[src/hw/rtl/tmb_pkg.sv]
// ----------------------------------------------------------------------------
// tmb_pkg - shared constants for the trimmed mean of batch unit
// Field widths, default batch shape and the digit size of the mean divider.
// ----------------------------------------------------------------------------
package tmb_pkg;

  // field and state widths
  localparam int SAMPLE_W = 32;
  localparam int SUM_W    = 37;
  localparam int MEAN_W   = 40;
  localparam int COUNT_W  = 5;
  localparam int FRAC_W   = 8;

  // quotient bits produced per divider cycle
  localparam int DIG_W    = 8;

  // default batch shape
  localparam int BATCH_SIZE_DEF     = 28;
  localparam int SKIP_FIRST_DEF     = 2;
  localparam int TRIM_EACH_SIDE_DEF = 3;

endpackage

[src/hw/rtl/tmb_cell.sv]
// ----------------------------------------------------------------------------
// tmb_cell - one slot of an extreme-value tracker chain
// Holds one entry of a sorted list. On each tracked beat it takes its
// neighbour's entry if the sample beats that, else the sample if it beats its
// own entry, so the list stays sorted and the displaced entry moves down.
// ----------------------------------------------------------------------------
module tmb_cell #(
  parameter bit DESCEND = 1'b0
) (
  input  logic                         clk,
  input  logic                         rst_n,
  input  logic                         en,
  input  logic                         clr,
  input  logic [tmb_pkg::SAMPLE_W-1:0] sample,
  input  logic [tmb_pkg::SAMPLE_W-1:0] prev_entry,
  output logic [tmb_pkg::SAMPLE_W-1:0] entry,
  output logic [tmb_pkg::SAMPLE_W-1:0] entry_upd
);

  // empty value: all ones for the smallest list, zero for the largest
  localparam logic [tmb_pkg::SAMPLE_W-1:0] EMPTY_VAL =
    DESCEND ? '0 : '1;

  logic [tmb_pkg::SAMPLE_W-1:0] entry_r;
  logic [tmb_pkg::SAMPLE_W-1:0] entry_nxt;
  logic                         beats_prev;
  logic                         beats_own;

  // strict compares, so equal values keep their earlier place
  always_comb begin
    if (DESCEND) begin
      beats_prev = sample > prev_entry;
      beats_own  = sample > entry_r;
    end else begin
      beats_prev = sample < prev_entry;
      beats_own  = sample < entry_r;
    end
  end

  always_comb begin
    if (!en) begin
      entry_upd = entry_r;
    end else if (beats_prev) begin
      entry_upd = prev_entry;
    end else if (beats_own) begin
      entry_upd = sample;
    end else begin
      entry_upd = entry_r;
    end
    entry_nxt = clr ? EMPTY_VAL : entry_upd;
  end

  always_ff @(posedge clk) begin
    if (!rst_n) begin
      entry_r <= EMPTY_VAL;
    end else begin
      entry_r <= entry_nxt;
    end
  end

  assign entry = entry_r;

endmodule

[src/hw/rtl/tmb_mean.sv]
// ----------------------------------------------------------------------------
// tmb_mean - trim and divide unit with output register
// Takes a snapshot of the batch sum and tracked extremes, accumulates the
// extremes one per cycle, removes them from the sum and divides the scaled
// result by the kept count, one digit per cycle.
// ----------------------------------------------------------------------------
module tmb_mean #(
  parameter int BATCH_SIZE     = tmb_pkg::BATCH_SIZE_DEF,
  parameter int SKIP_FIRST     = tmb_pkg::SKIP_FIRST_DEF,
  parameter int TRIM_EACH_SIDE = tmb_pkg::TRIM_EACH_SIDE_DEF
) (
  input  logic                                            clk,
  input  logic                                            rst_n,
  input  logic                                            start,
  input  logic [tmb_pkg::SUM_W-1:0]                       snap_sum,
  input  logic [2*TRIM_EACH_SIDE-1:0][tmb_pkg::SAMPLE_W-1:0] snap_ext,
  output logic                                            idle,
  output logic                                            out_valid,
  input  logic                                            out_ready,
  output logic [tmb_pkg::MEAN_W-1:0]                      out_mean_q8
);

  localparam int N_EXT   = 2 * TRIM_EACH_SIDE;
  localparam int KEPT    = BATCH_SIZE - SKIP_FIRST - 2 * TRIM_EACH_SIDE;
  localparam bit KEPT_OK = KEPT > 0;
  localparam int DIV_K   = KEPT_OK ? KEPT : 1;
  localparam int REM_W   = $clog2(DIV_K + 1);
  localparam int EXT_CW  = $clog2(N_EXT);
  localparam int TRIM_W  = tmb_pkg::SAMPLE_W + $clog2(N_EXT);
  localparam int DIVD_W  = tmb_pkg::SUM_W + tmb_pkg::FRAC_W;
  localparam int NCHUNK  = (DIVD_W + tmb_pkg::DIG_W - 1) / tmb_pkg::DIG_W;
  localparam int PAD_W   = NCHUNK * tmb_pkg::DIG_W;
  localparam int CHK_W   = (NCHUNK > 1) ? $clog2(NCHUNK) : 1;

  localparam logic [REM_W:0]        K_VAL    = (REM_W + 1)'(DIV_K);
  localparam logic [EXT_CW-1:0]     EXT_LAST = EXT_CW'(N_EXT - 1);
  localparam logic [CHK_W-1:0]      CHK_LAST = CHK_W'(NCHUNK - 1);

  typedef enum logic [2:0] {
    S_IDLE,
    S_TRIM,
    S_MID,
    S_DIV,
    S_DONE
  } state_t;

  state_t                                       state_r, state_nxt;
  logic [N_EXT-1:0][tmb_pkg::SAMPLE_W-1:0]      ext_r, ext_nxt;
  logic [tmb_pkg::SUM_W-1:0]                    sum_r, sum_nxt;
  logic [TRIM_W-1:0]                            trim_r, trim_nxt;
  logic [EXT_CW-1:0]                            ext_cnt_r, ext_cnt_nxt;
  logic [CHK_W-1:0]                             chk_cnt_r, chk_cnt_nxt;
  logic [PAD_W-1:0]                             divd_r, divd_nxt;
  logic [PAD_W-1:0]                             quot_r, quot_nxt;
  logic [REM_W-1:0]                             rem_r, rem_nxt;
  logic                                         out_valid_r, out_valid_nxt;
  logic [tmb_pkg::MEAN_W-1:0]                   mean_r, mean_nxt;

  logic [tmb_pkg::SUM_W-1:0]                    trim_ext;
  logic [tmb_pkg::SUM_W-1:0]                    middle;
  logic [tmb_pkg::DIG_W-1:0]                    digit;
  logic [REM_W-1:0]                             rem_step;

  // sum less extremes, clamped at zero
  assign trim_ext = tmb_pkg::SUM_W'(trim_r);
  assign middle   = (sum_r >= trim_ext) ? (sum_r - trim_ext) : '0;

  // one quotient digit: restoring division by the kept count, MSB first
  always_comb begin
    logic [REM_W:0] trial;
    rem_step = rem_r;
    digit    = '0;
    for (int k = 0; k < tmb_pkg::DIG_W; k++) begin
      trial = {rem_step, divd_r[PAD_W-1-k]};
      if (trial >= K_VAL) begin
        trial                          = trial - K_VAL;
        digit[tmb_pkg::DIG_W-1-k]      = 1'b1;
      end
      rem_step = trial[REM_W-1:0];
    end
  end

  // sequencer
  always_comb begin
    state_nxt     = state_r;
    ext_nxt       = ext_r;
    sum_nxt       = sum_r;
    trim_nxt      = trim_r;
    ext_cnt_nxt   = ext_cnt_r;
    chk_cnt_nxt   = chk_cnt_r;
    divd_nxt      = divd_r;
    quot_nxt      = quot_r;
    rem_nxt       = rem_r;
    out_valid_nxt = out_valid_r;
    mean_nxt      = mean_r;

    if (out_valid_r && out_ready) begin
      out_valid_nxt = 1'b0;
    end

    case (state_r)
      S_IDLE: begin
        if (start) begin
          ext_nxt     = snap_ext;
          sum_nxt     = snap_sum;
          trim_nxt    = '0;
          ext_cnt_nxt = '0;
          state_nxt   = S_TRIM;
        end
      end
      S_TRIM: begin
        trim_nxt = trim_r + TRIM_W'(ext_r[0]);
        for (int i = 0; i < N_EXT - 1; i++) begin
          ext_nxt[i] = ext_r[i+1];
        end
        ext_nxt[N_EXT-1] = '0;
        ext_cnt_nxt      = ext_cnt_r + 1'b1;
        if (ext_cnt_r == EXT_LAST) begin
          state_nxt = S_MID;
        end
      end
      S_MID: begin
        divd_nxt    = PAD_W'({middle, tmb_pkg::FRAC_W'(0)});
        quot_nxt    = '0;
        rem_nxt     = '0;
        chk_cnt_nxt = '0;
        state_nxt   = S_DIV;
      end
      S_DIV: begin
        divd_nxt    = divd_r << tmb_pkg::DIG_W;
        quot_nxt    = {quot_r[PAD_W-tmb_pkg::DIG_W-1:0], digit};
        rem_nxt     = rem_step;
        chk_cnt_nxt = chk_cnt_r + 1'b1;
        if (chk_cnt_r == CHK_LAST) begin
          state_nxt = S_DONE;
        end
      end
      S_DONE: begin
        // load the output register once it is free
        if (!out_valid_r || out_ready) begin
          out_valid_nxt = 1'b1;
          mean_nxt      = KEPT_OK ? quot_r[tmb_pkg::MEAN_W-1:0] : '0;
          state_nxt     = S_IDLE;
        end
      end
      default: begin
        state_nxt = S_IDLE;
      end
    endcase
  end

  always_ff @(posedge clk) begin
    if (!rst_n) begin
      state_r     <= S_IDLE;
      out_valid_r <= 1'b0;
    end else begin
      state_r     <= state_nxt;
      out_valid_r <= out_valid_nxt;
    end
    ext_r     <= ext_nxt;
    sum_r     <= sum_nxt;
    trim_r    <= trim_nxt;
    ext_cnt_r <= ext_cnt_nxt;
    chk_cnt_r <= chk_cnt_nxt;
    divd_r    <= divd_nxt;
    quot_r    <= quot_nxt;
    rem_r     <= rem_nxt;
    mean_r    <= mean_nxt;
  end

  assign idle        = (state_r == S_IDLE);
  assign out_valid   = out_valid_r;
  assign out_mean_q8 = mean_r;

endmodule

[src/hw/rtl/trimmed_mean_of_batch_unit.sv]
// ----------------------------------------------------------------------------
// trimmed_mean_of_batch_unit - trimmed mean of a batch of timing samples
// Flow: after the last beat of a batch the mean unit removes the extremes, then
//   divides in NCHUNK = 6 divider digits and loads the output register.
// Throughput: one sample beat per cycle; the last beat of a batch waits only
//   while the previous batch's trim and divide unit is still busy.
// Reset: synchronous active low; clears the batch position, sum and trackers.
// ----------------------------------------------------------------------------
module trimmed_mean_of_batch_unit #(
  parameter int BATCH_SIZE     = tmb_pkg::BATCH_SIZE_DEF,
  parameter int SKIP_FIRST     = tmb_pkg::SKIP_FIRST_DEF,
  parameter int TRIM_EACH_SIDE = tmb_pkg::TRIM_EACH_SIDE_DEF
) (
  input  logic                         clk,
  input  logic                         rst_n,
  input  logic                         in_valid,
  output logic                         in_ready,
  input  logic [tmb_pkg::SAMPLE_W-1:0] in_sample,
  output logic                         out_valid,
  input  logic                         out_ready,
  output logic [tmb_pkg::MEAN_W-1:0]   out_mean_q8
);

  localparam logic [tmb_pkg::COUNT_W-1:0] POS_SKIP =
    tmb_pkg::COUNT_W'(SKIP_FIRST);
  localparam logic [tmb_pkg::COUNT_W-1:0] POS_LAST =
    tmb_pkg::COUNT_W'(BATCH_SIZE - 1);

  logic [tmb_pkg::COUNT_W-1:0] count_r, count_nxt;
  logic [tmb_pkg::SUM_W-1:0]   sum_r, sum_nxt, sum_upd;

  logic in_fire;
  logic is_last;
  logic track_en;
  logic batch_end;
  logic mean_idle;

  logic [TRIM_EACH_SIDE:0][tmb_pkg::SAMPLE_W-1:0]     lo_chain;
  logic [TRIM_EACH_SIDE:0][tmb_pkg::SAMPLE_W-1:0]     hi_chain;
  logic [TRIM_EACH_SIDE-1:0][tmb_pkg::SAMPLE_W-1:0]   lo_upd;
  logic [TRIM_EACH_SIDE-1:0][tmb_pkg::SAMPLE_W-1:0]   hi_upd;
  logic [2*TRIM_EACH_SIDE-1:0][tmb_pkg::SAMPLE_W-1:0] snap_ext;

  // beat control: last beat of a batch needs the mean unit free
  assign is_last   = (count_r >= POS_LAST);
  assign in_ready  = !is_last || mean_idle;
  assign in_fire   = in_valid && in_ready;
  assign track_en  = in_fire && (count_r >= POS_SKIP);
  assign batch_end = in_fire && is_last;

  // position and running sum
  always_comb begin
    sum_upd   = track_en ? (sum_r + tmb_pkg::SUM_W'(in_sample)) : sum_r;
    sum_nxt   = batch_end ? '0 : sum_upd;
    count_nxt = count_r;
    if (batch_end) begin
      count_nxt = '0;
    end else if (in_fire) begin
      count_nxt = count_r + 1'b1;
    end
  end

  always_ff @(posedge clk) begin
    if (!rst_n) begin
      count_r <= '0;
      sum_r   <= '0;
    end else begin
      count_r <= count_nxt;
      sum_r   <= sum_nxt;
    end
  end

  // tracker chains; the head's neighbour value never wins
  assign lo_chain[0] = '0;
  assign hi_chain[0] = '1;

  for (genvar i = 0; i < TRIM_EACH_SIDE; i++) begin : g_track
    tmb_cell #(
      .DESCEND (1'b0)
    ) u_lo_cell (
      .clk        (clk),
      .rst_n      (rst_n),
      .en         (track_en),
      .clr        (batch_end),
      .sample     (in_sample),
      .prev_entry (lo_chain[i]),
      .entry      (lo_chain[i+1]),
      .entry_upd  (lo_upd[i])
    );

    tmb_cell #(
      .DESCEND (1'b1)
    ) u_hi_cell (
      .clk        (clk),
      .rst_n      (rst_n),
      .en         (track_en),
      .clr        (batch_end),
      .sample     (in_sample),
      .prev_entry (hi_chain[i]),
      .entry      (hi_chain[i+1]),
      .entry_upd  (hi_upd[i])
    );

    assign snap_ext[i]                  = lo_upd[i];
    assign snap_ext[TRIM_EACH_SIDE + i] = hi_upd[i];
  end

  // trim, divide and hold the result
  tmb_mean #(
    .BATCH_SIZE     (BATCH_SIZE),
    .SKIP_FIRST     (SKIP_FIRST),
    .TRIM_EACH_SIDE (TRIM_EACH_SIDE)
  ) u_mean (
    .clk         (clk),
    .rst_n       (rst_n),
    .start       (batch_end),
    .snap_sum    (sum_upd),
    .snap_ext    (snap_ext),
    .idle        (mean_idle),
    .out_valid   (out_valid),
    .out_ready   (out_ready),
    .out_mean_q8 (out_mean_q8)
  );

endmodule
[config.mk]
export PLATFORM = sky130hd
export DESIGN_NAME = trimmed_mean_of_batch_unit
export DESIGN_NICKNAME = d
export VERILOG_FILES = /design/src/hw/rtl/tmb_pkg.sv /design/src/hw/rtl/tmb_cell.sv /design/src/hw/rtl/tmb_mean.sv /design/src/hw/rtl/trimmed_mean_of_batch_unit.sv
export SDC_FILE = /design/constraint.sdc
export NUM_CORES = 2
export LEC_CHECK = 0
export BUFFER_PORTS_ARGS = -buffer_cell sky130_fd_sc_hd__buf_2
export CAP_MARGIN = 25
export CORE_MARGIN = 2
export CORE_UTILIZATION = 45
export DETAILED_ROUTE_END_ITERATION = 12
export HOLD_SLACK_MARGIN = 0.1
export SLEW_MARGIN = 40
export SYNTH_ARGS = -nofsm -noshare
export SYNTH_HDL_FRONTEND = slang
export SYNTH_SLANG_ARGS = --single-unit
[constraint.sdc]
create_clock -name clk -period 7.55 [get_ports clk]
set_clock_uncertainty 0.05 [all_clocks]
set_input_delay 0.3775 -clock clk [delete_from_list [all_inputs] [get_ports clk]]
set_output_delay 0.3775 -clock clk [all_outputs]
set_load 0.005 [all_outputs]
**Yosys cells after proc, flatten, opt, wreduce, memory -nomap -nowiden**

Cells that the tools add are included.

- Bits in registers: 641
- Input port bits: 36
- Output and inout bits: 42

- Add/subtract/negate cells: 14
- $lt $le $gt $ge: 19
- Eq/ne operators: 10
- Mux-type cells: 54
- Bitwise logic cells: 1
- Reductions and logical operators: 16

Operator list:

| operator | count |
|---|---|
| $mux 32 | 18 |
| $pmux 192 s2 | 1 |
| $mux 192 | 1 |
| $gt 32x32->1 | 3 |
| $lt 32x32->1 | 3 |
| $pmux 48 s2 | 1 |
| $pmux 40 s2 | 1 |
| $mux 37 | 2 |
| $pmux 35 s2 | 1 |
| $ge 6x5->1 const B | 8 |
| $mux 5 | 8 |
| $sub 5x5->5 const B | 8 |
| $add 37x32->37 | 1 |
| $ge 37x35->1 | 1 |
| $sub 37x35->37 | 1 |
| $add 35x32->35 | 1 |
| $mux 35 | 1 |
| $gt 32x32->1 const B | 1 |
| $lt 32x1->1 const B | 1 |
| $mux 3 | 5 |
| $pmux 3 s5 | 1 |
| $pmux 3 s2 | 2 |
| $mux 1 | 11 |
| $pmux 5 s2 | 1 |
| 18 further kinds | 32 |

**Logic depth before layout (Yosys ltp)**

- Depth in word-level cells: 17
- Depth in mapped cells: 45
- Gate-level depth less buffers: 45

**Hierarchy**

A second synthesis with hierarchy kept.

- Cell total of the unflattened synthesis: 4914
- Area total of the unflattened synthesis: 44924.3 um2

Modules (own cells, without submodules):

| module | instances | cells an instance | area each (um2) | seq. area each (um2) |
|---|---|---|---|---|
| tmb_mean | 1 | 1764 | 19353.6 | 11941.5 |
| tmb_cell at g_track[0].u_lo_cell ... | 3 | 460 | 3709.8 | 640.6 |
| tmb_cell at g_track[0].u_hi_cell ... | 3 | 425 | 3553.4 | 640.6 |
| trimmed_mean_of_batch_unit | 1 | 495 | 3781.1 | 840.8 |

**Least setup slack after synthesis**

No wires, ideal clock.

- Path type: flip-flop to flip-flop
- Start point: register u_mean.rem_r[2]
- End point: register u_mean.rem_r[3], data pin
- Library setup time: 0.262 ns
- Data arrival time: 7.635 ns
- Data required time: 7.238 ns
- Setup slack: -0.398 ns
- Stages on the path, launching flop included: 46
- Buffers on the path: 0
- Cell sequence: edfxtp_1 inv_1 ha_1 and2b_1 a211oi_4 o21ai_2 ha_1 or3b_1 nand4_1 o21ai_2 xnor2_1 inv_1 ha_1 inv_1 a31oi_1 a211o_1 and2_1 xnor2_1 [... 10 more ...] o21ai_0 xnor2_1 ha_1 o21a_1 a31oi_2 or3_1 nand2_1 ha_1 inv_1 a221oi_1 o311ai_1 a21oi_1 o21ai_0 ha_1 nand2_1 nand2_1 a31oi_4 mux2i_1

- Cells in the longest elaborated chain, start to end: 17
- Elaborated cells on any way between the ends: 25

RTL lines:

| item | RTL line | source |
|---|---|---|
| start, declared | tmb_mean.sv:55 | `logic [REM_W-1:0] rem_r, rem_nxt;` |
| start signal, assigned | tmb_mean.sv:167 | `rem_r <= rem_nxt;` |
| $sub 5x5->5 / $ge 6x5->1 (equally long branches) | tmb_mean.sv:76, tmb_mean.sv:75 |  |
| $mux 5 * | tmb_mean.sv:75 | `if (trial >= K_VAL) begin` |
| $sub 5x5->5 / $ge 6x5->1 (equally long branches) | tmb_mean.sv:76, tmb_mean.sv:75 |  |
| $mux 5 * | tmb_mean.sv:75 |  |
| $ge 6x5->1 / $sub 5x5->5 (equally long branches) | tmb_mean.sv:75, tmb_mean.sv:76 |  |
| $mux 5 * | tmb_mean.sv:75 |  |
| $sub 5x5->5 / $ge 6x5->1 (equally long branches) | tmb_mean.sv:76, tmb_mean.sv:75 |  |
| $mux 5 * | tmb_mean.sv:75 |  |
| $sub 5x5->5 / $ge 6x5->1 (equally long branches) | tmb_mean.sv:76, tmb_mean.sv:75 |  |
| $mux 5 * | tmb_mean.sv:75 |  |
| $sub 5x5->5 / $ge 6x5->1 (equally long branches) | tmb_mean.sv:76, tmb_mean.sv:75 |  |
| $mux 5 * | tmb_mean.sv:75 |  |
| $ge 6x5->1 / $sub 5x5->5 (equally long branches) | tmb_mean.sv:75, tmb_mean.sv:76 |  |
| $mux 5 * | tmb_mean.sv:75 |  |
| $sub 5x5->5 / $ge 6x5->1 (equally long branches) | tmb_mean.sv:76, tmb_mean.sv:75 |  |
| $mux 5 * | tmb_mean.sv:75 |  |
| $pmux 5 s2 * | tmb_mean.sv:101 | `case (state_r)` |

Every way passes the cells marked *; elsewhere a longest branch is shown, timed or not.
A chain may end at the register's enable or synchronous reset.

**Final worst setup path**

- Start point: register u_mean.rem_r[2]
- End point: register u_mean.rem_r[2], data pin

Same word-level chain as after synthesis.

==> metrics <==
status finished clean; Clock power frac 40.9%; most common library cells after synthesis 395 x edfxtp_1, 305 x ha_1, 299 x nor2_1, 286 x inv_1, 279 x nand2_1; critical path arrival 7.86 ns; ratio of cells with drive above 1 in the final layout 9.41%; Peak VDD IR 184 uV; post-synthesis cell type count 86; ranking of synthesized cells by area edfxtp_1 33%, dfxtp_1 13%, ha_1 11%; Starting Density 45.3%; Tightest Pin Transition 0.862 ns; die height 285 um; static leakage 0.0174 uW; ANT nets after route 0; largest family of logic cells by synthesized area compound AO/OA/AOI/OAI gates; Simple-Gate Fraction of Synth Area 15.1%; post-synthesis sequential area ratio 46.7%; top-area cell type share of the netlist area 33.3%; fin. max-slew vios 0; Mapped Nets 3966; Power Density 219 nW/um^2; clock slew at reported path FFs 0.06 ns; grt total ovfl 0; internal power 6480 uW; setup_tns 0 ns; area leader, netlist edfxtp_1; final worst slack 0.0957 ns; CP peak stage delay 0.39 ns; CTS tree built; Layout Cells excl Fill 4771; mapped cell area 35600 sq um; finished layout cell area 40100 sq um; CP Class register to register; largest net degree at the start of global routing 204; drt first-iter violations 1709; final hold slack 0.142 ns; most frequent cell after synthesis edfxtp_1; placed cell count 4613; clk buf depth 3; EDFF count, synth 395; max cap viols 0; Startpoint Class register; nets@finish 4005; global-route wire length before repair 141000 um; Total Routing Usage GR 21.1%; post-DP HPWL 58500 um; htree depth 3; CP max-delay cell edfxtp_1; vias 26632; Synth Register Bits 633; CTS buffer count 72; die width 285 um; Post-route DRC 0; Port-buffer cells 77; core area 78600 sq um; DIE AREA 81400 sq um; Rel. slew slack 42.5%; Switching Power 2300 uW; CTS root buffer clkbuf_16; critical path required time 7.96 ns; RSZ-0062 raised after global routing true; initial antenna violation count 2; post-route minimum period 7.45 ns; complex-gate fraction of the synthesized area 18.1%; Hold Crit Class input port to register; gp weighted congestion 0.851; Comb power frac 14.7%; DRT Pass-1 Iters 5; Synth Flop Type edfxtp_1; vias in the first global route 26247; post-place setup slack -0.170 ns; WL final 86200 um; worst skew pair latency 0.61 ns; Synth Area in Adders 10.9%; synthesized instance count 3622; FP Rows 103; final hold violations 0; Switching Fraction 26.2%; mux contribution to synthesized area 2.08%; xor and xnor fraction of the mapped netlist area 2.19%; period utilization 98.7%; Reg power frac 44.4%; Layout area overhead 12.5%; Syn Area/Cell 9.83 sq um; Synth async-reset ratio 0%; Max Freq 134 MHz; routed wire length per instance 18.1 um; average via count per standard cell 5.58; CTS Sinks 633; crit path max fanout 6; CP endpoint kind register; DP Area 37400 sq um; io pins 78; final setup vio count 0; yosys warns 0
==> cell type report <==
class / count / area [sq um]
diodes: 2 / 5.00
clock buffers: 105 / 2140
clock inverters: 27 / 275
fillers: 7218 / 38600
inverters: 286 / 1080
multi-input cells: 2517 / 17600
flip-flops and latches: 633 / 16600
well taps: 1050 / 1310
repair buffers: 151 / 1030
==> cell families (layout without fill, tap and decap cells) <==
group | count (synthesis) | in the layout
AOI/OAI and AO/OA | 937 | 937
buffers and inverters | 472 | 569
and+or+nand+nor | 1110 | 1110
adders and majority gates | 308 | 308
muxes | 73 | 73
DFF | 633 | 633
xor gates and xnor gates | 89 | 89
other | 0 | 2
==> worst max-delay path, delay by kind of cell (launching register included) <==
family / cells / cell delay (ns)
buffers and inverters: 5 / 0.34
xor gates and xnor gates: 4 / 0.64
muxes: 1 / 0.22
DFF: 1 / 0.39
AOI/OAI and AO/OA: 16 / 2.15
adders and majority gates: 8 / 1.40
and+or+nand+nor: 11 / 2.11
==> flip-flops by register name, indices dropped and copies added, names as in the netlist <==
name	count
u_mean.trim_r	35
u_mean.chk_cnt_r	3
sum_r	37
u_mean.out_valid	1
u_mean.out_mean_q8	40
count_r	5
u_mean.divd_r	40
u_mean.ext_r	192
u_mean.rem_r	5
u_mean.quot_r	40
g_track.u_lo_cell.entry	96
u_mean.state_r	3
g_track.u_hi_cell.entry	96
u_mean.sum_r	37
u_mean.ext_cnt_r	3
==> power by group through the flow <==
stage                     clock network [uW]  logic [uW]  registers, uW
after global routing                    3810        1480           3910
after CTS                               3670        1300           3900
final                                   3590        1290           3900
after floorplan                            0         960           3950
after detailed placement                   0        1290           3970
after global placement                     0        1270           3970
==> what timing repair did <==
item / CTS / global route
hold endpoints to repair: 4 / 0
pin swaps: 13 / 26
buffers inserted: 8 / 14
endpoints found under the setup margin: 4 / 5
gates resized for setup: 2 / 12
hold buffers: 1 / 0
==> placed cells by master (no fill, tap or decap), types with 38 or more instances in the layout <==
cell type and instances:
edfxtp_1 395, nor2_1 299, ha_1 296, inv_1 281, nand2_1 272, dfxtp_1 238
a21oi_1 234, a21o_1 141, nand3_1 128, a221oi_1 128, o21ai_0 86, buf_2 77
clkbuf_16 76, mux2i_1 68, o22ai_1 66, buf_4 66, nand2b_1 63, nor3_1 59
and3_1 58, nand4_1 50, a31oi_1 50, xnor2_1 48, xor2_1 38, o31ai_1 38
==> final timing paths <==
check / startpoint / end / slack [ns] / cells past startpoint
hold / removal: out_ready / u_mean.out_valid / 0.14 / 3
hold reg to reg: u_mean.quot_r[39] / u_mean.out_mean_q8[39] / 0.37 / 0
setup reg to reg: u_mean.rem_r[2] / u_mean.rem_r[2] / 0.1 / 45
setup / recovery: u_mean.rem_r[2] / u_mean.rem_r[2] / 0.1 / 45
==> layer usage <==
layer	vias to the layer above	share of wire [%]	track usage, %	wire length (um)
met1	12615	47	28.7	40300
met5	-	0	0	0
met2	505	47	35.2	40600
met4	0	2.4	6.70	2060
li1	13401	-	-	-
met3	111	3.8	2.34	3300
==> per-stage QoR <==
stage	util, %	total power [uW]
after floorplan	-	4910
after global placement	47.5	5240
after global routing	51.0	9190
after detailed placement	47.5	5260
final	51.0	8780
after CTS	50.7	8870
Note: power is estimated with default switching activity, not from simulation.
